File: src/design/tekd_pkg.sv
// ---------------------------------------------------------------------------
// tekd_pkg
// Shared types, codes and lookup functions for the terminal key decoder.
// ---------------------------------------------------------------------------
package tekd_pkg;

  // decode modes
  localparam logic [1:0] MODE_IDLE = 2'd0;
  localparam logic [1:0] MODE_ESC  = 2'd1;
  localparam logic [1:0] MODE_SS3  = 2'd2;
  localparam logic [1:0] MODE_CSI  = 2'd3;

  // request kinds
  localparam logic CMD_BYTE = 1'b0;
  localparam logic CMD_TICK = 1'b1;

  // key codes
  localparam logic [3:0] KC_NONE  = 4'd0;
  localparam logic [3:0] KC_ENTER = 4'd1;
  localparam logic [3:0] KC_BACK  = 4'd2;
  localparam logic [3:0] KC_CHAR  = 4'd3;
  localparam logic [3:0] KC_ESC   = 4'd4;
  localparam logic [3:0] KC_UP    = 4'd5;
  localparam logic [3:0] KC_DOWN  = 4'd6;
  localparam logic [3:0] KC_RIGHT = 4'd7;
  localparam logic [3:0] KC_LEFT  = 4'd8;
  localparam logic [3:0] KC_HOME  = 4'd9;
  localparam logic [3:0] KC_END   = 4'd10;
  localparam logic [3:0] KC_PGUP  = 4'd11;
  localparam logic [3:0] KC_PGDN  = 4'd12;

  // byte values
  localparam logic [7:0] CH_BS     = 8'h08;
  localparam logic [7:0] CH_LF     = 8'h0A;
  localparam logic [7:0] CH_CR     = 8'h0D;
  localparam logic [7:0] CH_ESC    = 8'h1B;
  localparam logic [7:0] CH_SPACE  = 8'h20;
  localparam logic [7:0] CH_ZERO   = 8'h30;
  localparam logic [7:0] CH_NINE   = 8'h39;
  localparam logic [7:0] CH_SEMI   = 8'h3B;
  localparam logic [7:0] CH_SS3    = 8'h4F;
  localparam logic [7:0] CH_CSI    = 8'h5B;
  localparam logic [7:0] CH_TILDE  = 8'h7E;
  localparam logic [7:0] CH_DEL    = 8'h7F;

  localparam logic [15:0] TIMEOUT_RESET = 16'd25;
  localparam logic [15:0] WAIT_MAX      = 16'hFFFF;
  localparam logic [8:0]  CHAR_NONE     = 9'h1FF;
  localparam logic [7:0]  NUM_MAX       = 8'd255;

  typedef struct packed {
    logic [1:0]  mode;
    logic [15:0] wait_count;
    logic [7:0]  number;
    logic        number_done;
    logic [8:0]  saved_char;
  } tekd_state_t;

  typedef struct packed {
    logic       emit;
    logic [3:0] key_code;
  } tekd_result_t;

  function automatic logic is_printable(input logic [7:0] b);
    return (b >= CH_SPACE) && (b <= CH_TILDE);
  endfunction

  function automatic logic [3:0] arrow_key(input logic [7:0] b);
    logic [3:0] k;
    unique case (b)
      8'h41:   k = KC_UP;
      8'h42:   k = KC_DOWN;
      8'h43:   k = KC_RIGHT;
      8'h44:   k = KC_LEFT;
      8'h48:   k = KC_HOME;
      8'h46:   k = KC_END;
      default: k = KC_NONE;
    endcase
    return k;
  endfunction

  function automatic logic [3:0] tilde_key(input logic [7:0] n);
    logic [3:0] k;
    unique case (n)
      8'd1, 8'd7: k = KC_HOME;
      8'd4, 8'd8: k = KC_END;
      8'd5:       k = KC_PGUP;
      8'd6:       k = KC_PGDN;
      8'd3:       k = KC_BACK;
      default:    k = KC_NONE;
    endcase
    return k;
  endfunction

endpackage

File: src/design/tekd_step.sv
// ---------------------------------------------------------------------------
// tekd_step
// Next-state and key decode for one byte or tick request.
// ---------------------------------------------------------------------------
module tekd_step #(
  parameter int MAX_PARAM_BYTES = 7,
  parameter int PW = $clog2(MAX_PARAM_BYTES + 1)
) (
  input  logic                 cmd,
  input  logic [7:0]           data_byte,
  input  logic [15:0]          timeout_ticks,
  input  tekd_pkg::tekd_state_t cur,
  input  logic [PW-1:0]        pkept,
  output tekd_pkg::tekd_state_t nxt,
  output logic [PW-1:0]        pkept_next,
  output tekd_pkg::tekd_result_t res
);

  logic [15:0] lim;
  logic [15:0] wc;
  logic [11:0] num_mac;
  logic        is_digit;

  assign lim      = (timeout_ticks == 16'd0) ? 16'd1 : timeout_ticks;
  assign wc       = (cur.wait_count < tekd_pkg::WAIT_MAX) ?
                    cur.wait_count + 16'd1 : cur.wait_count;
  assign is_digit = (data_byte >= tekd_pkg::CH_ZERO) && (data_byte <= tekd_pkg::CH_NINE);
  assign num_mac  = {1'b0, cur.number, 3'b000} + {3'b000, cur.number, 1'b0}
                  + {4'd0, data_byte - tekd_pkg::CH_ZERO};

  always_comb begin
    nxt          = cur;
    pkept_next   = pkept;
    res.emit     = 1'b0;
    res.key_code = tekd_pkg::KC_NONE;
    if (cmd == tekd_pkg::CMD_TICK) begin
      if (cur.mode != tekd_pkg::MODE_IDLE) begin
        nxt.wait_count = wc;
        if (wc >= lim) begin
          res.emit     = 1'b1;
          res.key_code = (cur.mode == tekd_pkg::MODE_ESC) ? tekd_pkg::KC_ESC
                                                          : tekd_pkg::KC_NONE;
        end
      end
    end else begin
      nxt.wait_count = 16'd0;
      unique case (cur.mode)
        tekd_pkg::MODE_IDLE: begin
          if (data_byte == tekd_pkg::CH_CR || data_byte == tekd_pkg::CH_LF) begin
            res.emit     = 1'b1;
            res.key_code = tekd_pkg::KC_ENTER;
          end else if (data_byte == tekd_pkg::CH_DEL || data_byte == tekd_pkg::CH_BS) begin
            res.emit     = 1'b1;
            res.key_code = tekd_pkg::KC_BACK;
          end else if (data_byte == tekd_pkg::CH_ESC) begin
            nxt.mode = tekd_pkg::MODE_ESC;
          end else if (tekd_pkg::is_printable(data_byte)) begin
            nxt.saved_char = {1'b0, data_byte};
            res.emit       = 1'b1;
            res.key_code   = tekd_pkg::KC_CHAR;
          end else begin
            res.emit = 1'b1;
          end
        end
        tekd_pkg::MODE_ESC: begin
          if (data_byte == tekd_pkg::CH_SS3) begin
            nxt.mode = tekd_pkg::MODE_SS3;
          end else if (data_byte == tekd_pkg::CH_CSI) begin
            nxt.mode        = tekd_pkg::MODE_CSI;
            nxt.number      = 8'd0;
            nxt.number_done = 1'b0;
            pkept_next      = '0;
          end else begin
            nxt.saved_char = {1'b0, data_byte};
            res.emit       = 1'b1;
            res.key_code   = tekd_pkg::is_printable(data_byte) ? tekd_pkg::KC_CHAR
                                                               : tekd_pkg::KC_ESC;
          end
        end
        tekd_pkg::MODE_SS3: begin
          res.emit     = 1'b1;
          res.key_code = tekd_pkg::arrow_key(data_byte);
        end
        tekd_pkg::MODE_CSI: begin
          if (is_digit || data_byte == tekd_pkg::CH_SEMI) begin
            if (pkept < PW'(MAX_PARAM_BYTES)) begin
              pkept_next = pkept + PW'(1);
              if (!cur.number_done) begin
                if (data_byte == tekd_pkg::CH_SEMI) begin
                  nxt.number_done = 1'b1;
                end else begin
                  nxt.number = (num_mac > 12'd255) ? tekd_pkg::NUM_MAX : num_mac[7:0];
                end
              end
            end
          end else if (data_byte == tekd_pkg::CH_TILDE) begin
            res.emit     = 1'b1;
            res.key_code = tekd_pkg::tilde_key(cur.number);
          end else begin
            res.emit     = 1'b1;
            res.key_code = tekd_pkg::arrow_key(data_byte);
          end
        end
        default: begin
          res.emit = 1'b1;
        end
      endcase
    end
    if (res.emit) begin
      nxt.mode       = tekd_pkg::MODE_IDLE;
      nxt.wait_count = 16'd0;
    end
  end

endmodule

File: src/design/terminal_escape_key_decoder_core.sv
// ---------------------------------------------------------------------------
// terminal_escape_key_decoder_core
// Decodes terminal input bytes and tick requests into key presses.
// ---------------------------------------------------------------------------
// Takes one request per clock while the output is not stalled: a request is
// registered in the input register, decoded against the decode state, and any
// key it gives lands in the output register. The loop through the decode
// state register sets the rate of one request per cycle; the output register
// stalls the input only while a key waits and m_axis_tready is low.
module terminal_escape_key_decoder_core #(
  parameter int MAX_PARAM_BYTES = 7
) (
  input  logic        clk,
  input  logic        rst,
  input  logic        cfg_wen,
  input  logic [15:0] cfg_wdata,      // timeout_ticks
  input  logic        s_axis_tvalid,
  output logic        s_axis_tready,
  input  logic [7:0]  s_axis_tdata,   // data_byte
  input  logic        s_axis_tuser,   // command
  output logic        m_axis_tvalid,
  input  logic        m_axis_tready,
  output logic [15:0] m_axis_tdata    // key_code[3:0], last_char[12:4], zero[15:13]
);

  localparam int PW = $clog2(MAX_PARAM_BYTES + 1);

  logic                  in_valid;
  logic                  in_cmd;
  logic [7:0]            in_byte;
  logic                  advance;
  logic [15:0]           timeout_ticks;
  tekd_pkg::tekd_state_t state;
  tekd_pkg::tekd_state_t state_next;
  logic [PW-1:0]         pkept;
  logic [PW-1:0]         pkept_next;
  tekd_pkg::tekd_result_t res;
  logic [3:0]            out_key;
  logic [8:0]            out_char;

  assign advance       = in_valid && (!m_axis_tvalid || m_axis_tready);
  assign s_axis_tready = !in_valid || advance;

  always_ff @(posedge clk) begin
    if (rst) begin
      timeout_ticks <= tekd_pkg::TIMEOUT_RESET;
    end else if (cfg_wen) begin
      timeout_ticks <= cfg_wdata;
    end
  end

  // input register
  always_ff @(posedge clk) begin
    if (rst) begin
      in_valid <= 1'b0;
    end else if (s_axis_tready) begin
      in_valid <= s_axis_tvalid;
    end
  end

  always_ff @(posedge clk) begin
    if (s_axis_tready && s_axis_tvalid) begin
      in_cmd  <= s_axis_tuser;
      in_byte <= s_axis_tdata;
    end
  end

  tekd_step #(
    .MAX_PARAM_BYTES(MAX_PARAM_BYTES),
    .PW(PW)
  ) u_step (
    .cmd          (in_cmd),
    .data_byte    (in_byte),
    .timeout_ticks(timeout_ticks),
    .cur          (state),
    .pkept        (pkept),
    .nxt          (state_next),
    .pkept_next   (pkept_next),
    .res          (res)
  );

  // decode state
  always_ff @(posedge clk) begin
    if (rst) begin
      state.mode        <= tekd_pkg::MODE_IDLE;
      state.wait_count  <= 16'd0;
      state.number      <= 8'd0;
      state.number_done <= 1'b0;
      state.saved_char  <= tekd_pkg::CHAR_NONE;
      pkept             <= '0;
    end else if (advance) begin
      state <= state_next;
      pkept <= pkept_next;
    end
  end

  // output register
  always_ff @(posedge clk) begin
    if (rst) begin
      m_axis_tvalid <= 1'b0;
    end else if (advance) begin
      m_axis_tvalid <= res.emit;
    end else if (m_axis_tready) begin
      m_axis_tvalid <= 1'b0;
    end
  end

  always_ff @(posedge clk) begin
    if (advance && res.emit) begin
      out_key  <= res.key_code;
      out_char <= state_next.saved_char;
    end
  end

  assign m_axis_tdata = {3'b000, out_char, out_key};

endmodule

File: config.mk
export PLATFORM = sky130hd
export DESIGN_NAME = terminal_escape_key_decoder_core
export DESIGN_NICKNAME = d
export VERILOG_FILES = /design/src/design/tekd_pkg.sv /design/src/design/tekd_step.sv /design/src/design/terminal_escape_key_decoder_core.sv
export SDC_FILE = /design/constraint.sdc
export NUM_CORES = 1
export LEC_CHECK = 0
export BUFFER_PORTS_ARGS = -buffer_cell sky130_fd_sc_hd__buf_2
export CAP_MARGIN = 20
export CORE_ASPECT_RATIO = 2
export CORE_UTILIZATION = 40
export CTS_CLUSTER_DIAMETER = 100
export DETAILED_ROUTE_END_ITERATION = 12
export GPL_TIMING_DRIVEN = 0
export SLEW_MARGIN = 20
export SYNTH_ARGS = -nofsm -noshare
export SYNTH_HDL_FRONTEND = slang
export SYNTH_SLANG_ARGS = --single-unit
File: constraint.sdc
create_clock -name clk -period 4.5 [get_ports clk]
set_input_delay 0.225 -clock clk [delete_from_list [all_inputs] [get_ports clk]]
set_output_delay 0.225 -clock clk [all_outputs]
set_load 0.1 [all_outputs]
**Yosys cells after proc, flatten, opt, wreduce, memory -nomap -nowiden**

Cells that the tools add are included.

- Register bits: 79
- Input port bits: 30
- Logic and storage cells: 139

- Add/sub/neg operators: 5
- $lt $le $gt $ge: 8
- Eq/ne operators: 37
- Multiplexer cells: 51
- Bitwise operators: 1
- Reductions and logical operators: 24

Operator list:

| cell | number |
|---|---|
| two-way mux 9 bit | 10 |
| == test 8 x 7 -> 1 bit, second input constant | 10 |
| two-way mux 16 bit | 4 |
| two-way mux 5 bit | 9 |
| two-way mux 18 bit | 2 |
| one-hot mux 9 bit (2 select lines) | 2 |
| == test 8 x 3 -> 1 bit, second input constant | 4 |
| == test 8 x 4 -> 1 bit, second input constant | 4 |
| one-hot mux 4 bit (6 select lines) | 1 |
| one-hot mux 4 bit (5 select lines) | 1 |
| one-hot mux 5 bit (4 select lines) | 1 |
| two-way mux 3 bit | 6 |
| adder 16 x 1 -> 16 bit, second input constant | 1 |
| >= comparator 16 bit | 1 |
| >= comparator 8 x 6 -> 1 bit, second input constant | 2 |
| logical NOT 16 bit | 1 |
| < comparator 16 bit, second input constant | 1 |
| two-way mux 8 bit | 2 |
| two-way mux 2 bit | 7 |
| AND reduction 7 bit | 2 |
| adder 11 x 9 -> 12 bit | 1 |
| adder 12 x 8 -> 12 bit | 1 |
| greater-than comparator 12 x 8 -> 1 bit, second input constant | 1 |
| AND reduction 9 bit | 1 |
| 30 further kinds | 51 |

**Logic depth before layout (Yosys ltp)**

- Depth in word-level cells: 10
- Mapped depth: 15
- Mapped depth without buffers: 12

**Cells and area by module**

From an unflattened synthesis, not the netlist that was laid out.

- Cells, all modules: 664
- Area total of the unflattened synthesis: 5798.1 um^2

Modules (own cells, without submodules):

| module | times used | cells each | area each (um^2) | seq. area each (um^2) |
|---|---|---|---|---|
| terminal_escape_key_decoder_core | 1 | 259 | 3054.2 | 1801.7 |
| tekd_step | 1 | 405 | 2743.9 | 0.0 |

**Worst setup path before layout**

Ideal clock, no wire load.

- Kind: flip-flop to flip-flop
- From: register state[18] in the netlist's numbering
- To: register out_char[0], enable pin
- Library setup time: 405 ps
- Arrival time: 3642 ps
- Required time: 4095 ps
- Setup slack: 453 ps
- Cell stages (with the launch flop): 14
- Clock period less this slack: 4047 ps
- Cell sequence: dfxtp_1 -> ha_1 -> and3_1 -> buf_2 -> and3_1 -> clkbuf_1 -> o21ai_0 -> o21ai_0 -> ha_1 -> or3_1 -> a21oi_1 -> o311a_2 -> o211ai_4 -> nor3b_1

- Cells in the longest elaborated chain, start to end: 7
- Elaborated cells between the ends (all ways): 8

Ends and longest elaborated chain:

| item | line | source |
|---|---|---|
| start, declared | terminal_escape_key_decoder_core.sv:33 | `tekd_pkg::tekd_state_t state;` |
| start signal, assigned | terminal_escape_key_decoder_core.sv:92 | `state <= state_next;` |
| adder 16 x 1 -> 16 bit / < comparator 16 bit (equally long branches) | tekd_step.sv:26, tekd_step.sv:25 |  |
| two-way mux 16 bit (*) | tekd_step.sv:25 | `assign wc = (cur.wait_count < tekd_pkg::WAIT_MAX) ?` |
| >= comparator 16 bit (*) | tekd_step.sv:39 | `if (wc >= lim) begin` |
| two-way mux 5 bit (*) | tekd_step.sv:39 |  |
| two-way mux 5 bit (*) | tekd_step.sv:37 | `if (cur.mode != tekd_pkg::MODE_IDLE) begin` |
| two-way mux 5 bit (*) | tekd_step.sv:36 | `if (cmd == tekd_pkg::CMD_TICK) begin` |
| logical AND 1 bit (*) | terminal_escape_key_decoder_core.sv:109 | `if (advance && res.emit) begin` |
| end signal, assigned | terminal_escape_key_decoder_core.sv:111 | `out_char <= state_next.saved_char;` |
| end, declared | terminal_escape_key_decoder_core.sv:39 | `logic [8:0] out_char;` |

Every way passes the cells marked *; elsewhere a longest branch is shown, timed or not.
A chain may end at the register's enable or synchronous reset.

**Worst setup path in the final report**

- From: register state[18] in the netlist's numbering
- To: register out_char[4], enable pin

Same word-level chain as after synthesis.

==> results.md <==
Placed design:
- The post-placement setup slack is ~0.47 ns.
- The total instance count after detailed placement is 741.
- Summing all placed instances gives a cell area of 5350 µm².
- The HPWL after detailed placement is around 11 mm.
- Buffers placed on the I/O ports in this run total 43.
- The congestion estimate from routability-driven global placement came to 0.922.

Clock network:
- The clock network latency to the later pin of the worst-skew pair is approximately 0.34 ns.
- The CTS clock-pin slew for the worst setup and hold paths is 0.07 ns.
- Clock tree synthesis inserted a total of 9 buffers.
- Post-CTS timing repair inserted 0 buffers for setup.
- The CTS tree is yes.
- Clock tree synthesis found a total of 79 sinks.
- The library cell used as clock root buffer is sky130_fd_sc_hd__clkbuf_16.
- The post-cts hold buffer count is 0.
- The largest buffer count on any clock path is 2.
- In this run, post-CTS repair resized a total of 0 instances.
- The H-tree was split into 3 levels.

Floorplan:
- 48 I/O pins were placed.
- The chip height is 159 µm.
- The die covers 12800 µm².
- The standard-cell row count is 57.
- Measured along the x axis, the die boundary spans slightly above 80 µm.
- For this configuration, the core starts out at a cell density of approximately two fifths.
- In this run the standard cell core region covers 12100 µm².

GRT:
- The largest net degree at the start of global routing is 16.
- The remaining global-route overflow is 0.
- The first global-routing pass estimated 21.8 mm of wire.
- The initial antenna violation count is 0.
- For this run, the total global-route usage over all layers was measured as 22.8%.
- The number of global-route vias before repair was roughly 4.4k.

Power:
- Internal power comes to 1.25 mW.
- The share of total power dissipated in combinational logic is 11.3%.
- The sequential group share of total power is between 40% and 50%.
- The power dissipated by switching net loads is 457 µW.
- The proportion of power drawn by the clock network is between 40% and 50%.
- In this run the static leakage power is 2.34 nW.
- Of the total power, the share spent switching nets is 26.7%.
- The worst-case IR drop observed on VDD is 0.208 mV.
- In this run the power density over the cells is 303 nW/µm².

Setup path:
- The worst setup slack for register-to-register paths is 0.51 ns.
- The maximum net fanout on the critical path is 10.
- The worst setup path is launched from a flop.
- Data arrives at the worst endpoint at 4.03 ns.
- STA classifies the critical path endpoint as a flop.
- The critical path in this run is classified as reg -> reg.
- The required time reported for the critical path endpoint is 4.54 ns.

Logic synthesis:
- The mean post-synth cell area is 8.99 µm².
- The total number of yosys warnings is 0.
- The proportion of synthesized chip area in sequential cells is between 30% and 40%.
- The proportion of synthesized flip-flops having asynchronous set or reset is 0%.
- After synthesis, the netlist uses 71 different library cells.
- The flop and latch count out of synthesis is 79.
- Among all flip-flop cells after synthesis, the most frequent one is sky130_fd_sc_hd__dfxtp_1.
- Synthesis handed over a netlist of 548 instances.
- Yosys mapped a number of flops with a built-in enable equal to 22.
- The synthesized area is 4930 µm².

Drt:
- The number of design-rule violations left by the first detailed-router iteration is 217.
- For this run, design rule violations remaining after detail routing come to 0.
- The via density per instance is roughly 5.8.
- After detailed routing, the total wire length is 13.9 mm.
- The detailed-route via count is 4377.
- The number of iterations in the first detailed-routing pass is 5.
- The average routed wire per standard cell is 18.3 µm.
- In this run the remaining antenna-violating nets after routing total 0.

Layout:
- The fraction of final layout cells with drive strength greater than 1 is 13.9%.
- 0 antenna diodes ended up in the layout.
- Compared with the post-synthesis result, the final layout area differs by 14.6%.
- The final layout contains 673 nets.
- The number of inserted filler cells in the final layout is around 1.2k.
- The finished layout holds 757 standard cells, fillers aside.
- The final standard cell area without fillers is between 5000 and 6000 µm².

Timing:
- Across all setup checks in the final design, the least slack found is about 0.51 ns.
- The remaining max-slew budget at the tightest pin is between 60% and 70%.
- Derived from the worst setup path, the maximum achievable clock frequency is 251 MHz.
- Final hold analysis gives a worst-case slack of 0.0652 ns.
- The smallest clock period supported by the final layout is computed as around 4.0 ns.
- The final max-slew violation count was 0.
- The share of the cycle needed by the critical path after routing is slightly below 90%.
- At the pin with the least slew margin, the transition time is 0.585 ns.
- The number of failing hold endpoints at the final stage was 0.
- Setup repair after global routing left no endpoint under its margin.
- The worst clock skew is ~0.009 ns.
- The number of setup violations in the final report is 0.

Job:
- The tool flagged a number of max-cap violations equal to 0.

Status:
- The flow ran to the end, and the final reports show no timing, DRC or antenna violations.

Hold path:
- The tightest min-delay check is of the in -> reg type.
cells in the mapped netlist (5+ instances only):
library cell | number | area [µm²]
sky130_fd_sc_hd__mux2i_1 | 16 | 160
sky130_fd_sc_hd__a21o_1 | 10 | 75.1
sky130_fd_sc_hd__nor3_1 | 15 | 75.1
sky130_fd_sc_hd__dfxtp_1 | 57 | 1140
sky130_fd_sc_hd__nand2_1 | 39 | 146
sky130_fd_sc_hd__and2_1 | 10 | 62.6
sky130_fd_sc_hd__nor2b_1 | 11 | 68.8
sky130_fd_sc_hd__xnor2_1 | 8 | 70.1
sky130_fd_sc_hd__clkbuf_1 | 12 | 45.0
sky130_fd_sc_hd__o2bb2ai_1 | 8 | 70.1
sky130_fd_sc_hd__nand2b_1 | 12 | 75.1
sky130_fd_sc_hd__buf_2 | 7 | 35.0
sky130_fd_sc_hd__a211oi_1 | 6 | 45.0
sky130_fd_sc_hd__o21a_1 | 6 | 45.0
sky130_fd_sc_hd__o21ai_0 | 17 | 85.1
sky130_fd_sc_hd__a31oi_1 | 5 | 31.3
sky130_fd_sc_hd__o211ai_1 | 8 | 60.1
sky130_fd_sc_hd__fa_1 | 6 | 120
sky130_fd_sc_hd__or3_1 | 7 | 43.8
sky130_fd_sc_hd__a21oi_1 | 24 | 120
sky130_fd_sc_hd__inv_1 | 35 | 131
sky130_fd_sc_hd__a22o_1 | 11 | 96.3
sky130_fd_sc_hd__nand3_1 | 20 | 100
sky130_fd_sc_hd__nor2_1 | 35 | 131
sky130_fd_sc_hd__nor4_1 | 5 | 31.3
sky130_fd_sc_hd__nand4_1 | 9 | 56.3
sky130_fd_sc_hd__o21ai_1 | 15 | 75.1
sky130_fd_sc_hd__edfxtp_1 | 22 | 661
sky130_fd_sc_hd__ha_1 | 32 | 400
sky130_fd_sc_hd__and3_1 | 8 | 50.1
sequential cells by signal, indices dropped and copies added (netlist names):
register,count
in_byte,8
in_cmd,1
in_valid,1
m_axis_tvalid,1
out_char,9
out_key,4
pkept,3
state,36
timeout_ticks,16
final cells by class:
type	count	area, µm²	share of cell area, %
multi-input cells	410	2880	51.1
well taps	147	184	3.26
flip-flops and latches	79	1800	31.9
repair buffers	44	223	3.95
clock buffers	9	225	3.99
inverters	35	131	2.33
plain buffers	26	121	2.15
clock inverters	7	75.1	1.33
worst max-delay path, cell delays in order (launching register included):
cell and delay [ns]:
sky130_fd_sc_hd__dfxtp_1 0.44, sky130_fd_sc_hd__ha_1 0.28, sky130_fd_sc_hd__and3_1 0.18, sky130_fd_sc_hd__buf_2 0.19, sky130_fd_sc_hd__and3_1 0.17, sky130_fd_sc_hd__clkbuf_1 0.24, sky130_fd_sc_hd__o21ai_0 0.12, sky130_fd_sc_hd__o21ai_0 0.21
sky130_fd_sc_hd__ha_1 0.24, sky130_fd_sc_hd__or3_1 0.11, sky130_fd_sc_hd__a21oi_1 0.06, sky130_fd_sc_hd__o311a_2 0.43, sky130_fd_sc_hd__o211ai_4 0.34, sky130_fd_sc_hd__nor3b_2 0.41, sky130_fd_sc_hd__buf_4 0.26
power groups by stage:
stage / combinational (mW) / clock (mW) / sequential, mW
global route: 0.212 / 0.791 / 0.769
CTS: 0.193 / 0.763 / 0.767
global placement: 0.187 / 0 / 0.783
finish: 0.192 / 0.750 / 0.767
floorplan: 0.126 / 0 / 0.790
detailed placement: 0.192 / 0 / 0.783
per-stage QoR:
stage | util (%) | TNS (ns) | total power, mW
after floorplan | - | 0 | 0.916
after global placement | 44.2 | -6.43 | 0.970
after detailed placement | 44.3 | 0 | 0.974
after CTS | 46.8 | 0 | 1.72
after global routing | 46.8 | 0 | 1.77
final | 46.8 | 0 | 1.71
worst paths after layout:
| check | cells past startpoint | from | to |
|---|---|---|---|
| max | 14 | state[18] | out_char[4] |
| min | 1 | s_axis_tdata[2] | in_byte[2] |
| min reg2reg | 1 | state[8] | state[8] |
| max reg2reg | 14 | state[18] | out_char[4] |
per-layer routing:
layer / up-vias / track usage (%) / share of wire (%)
li1: 2125 / - / -
met1: 2052 / 20.4 / 34
met2: 146 / 43.8 / 56
met3: 54 / 3.50 / 3.3
met4: 0 / 15.8 / 6.6
met5: - / 0 / 0
cells in the final DEF, fill, tap and decap left out, drive strengths merged, types with 12 or more instances in the layout:
cell / instances
buf: 58
dfxtp: 57
nand2: 40
inv: 40
nor2: 35
ha: 32
o21ai: 32
a21oi: 25
edfxtp: 22
clkbuf: 21
nand3: 20
mux2i: 16
nor3: 15
nand2b: 12
logic make-up (layout without fill, tap and decap cells):
kind of cell	Yosys count	count (layout)	share of synthesized area, %
simple gates	195	195	20.8
compound gates	144	144	21.1
flops	79	79	36.6
buf+inv	61	121	5.13
fa+ha+maj	38	38	10.6
mux	18	18	3.71
xor+xnor	12	12	2.13
other cells	1	3	0.0761
No activity file was read; power rests on OpenSTA's default activity.
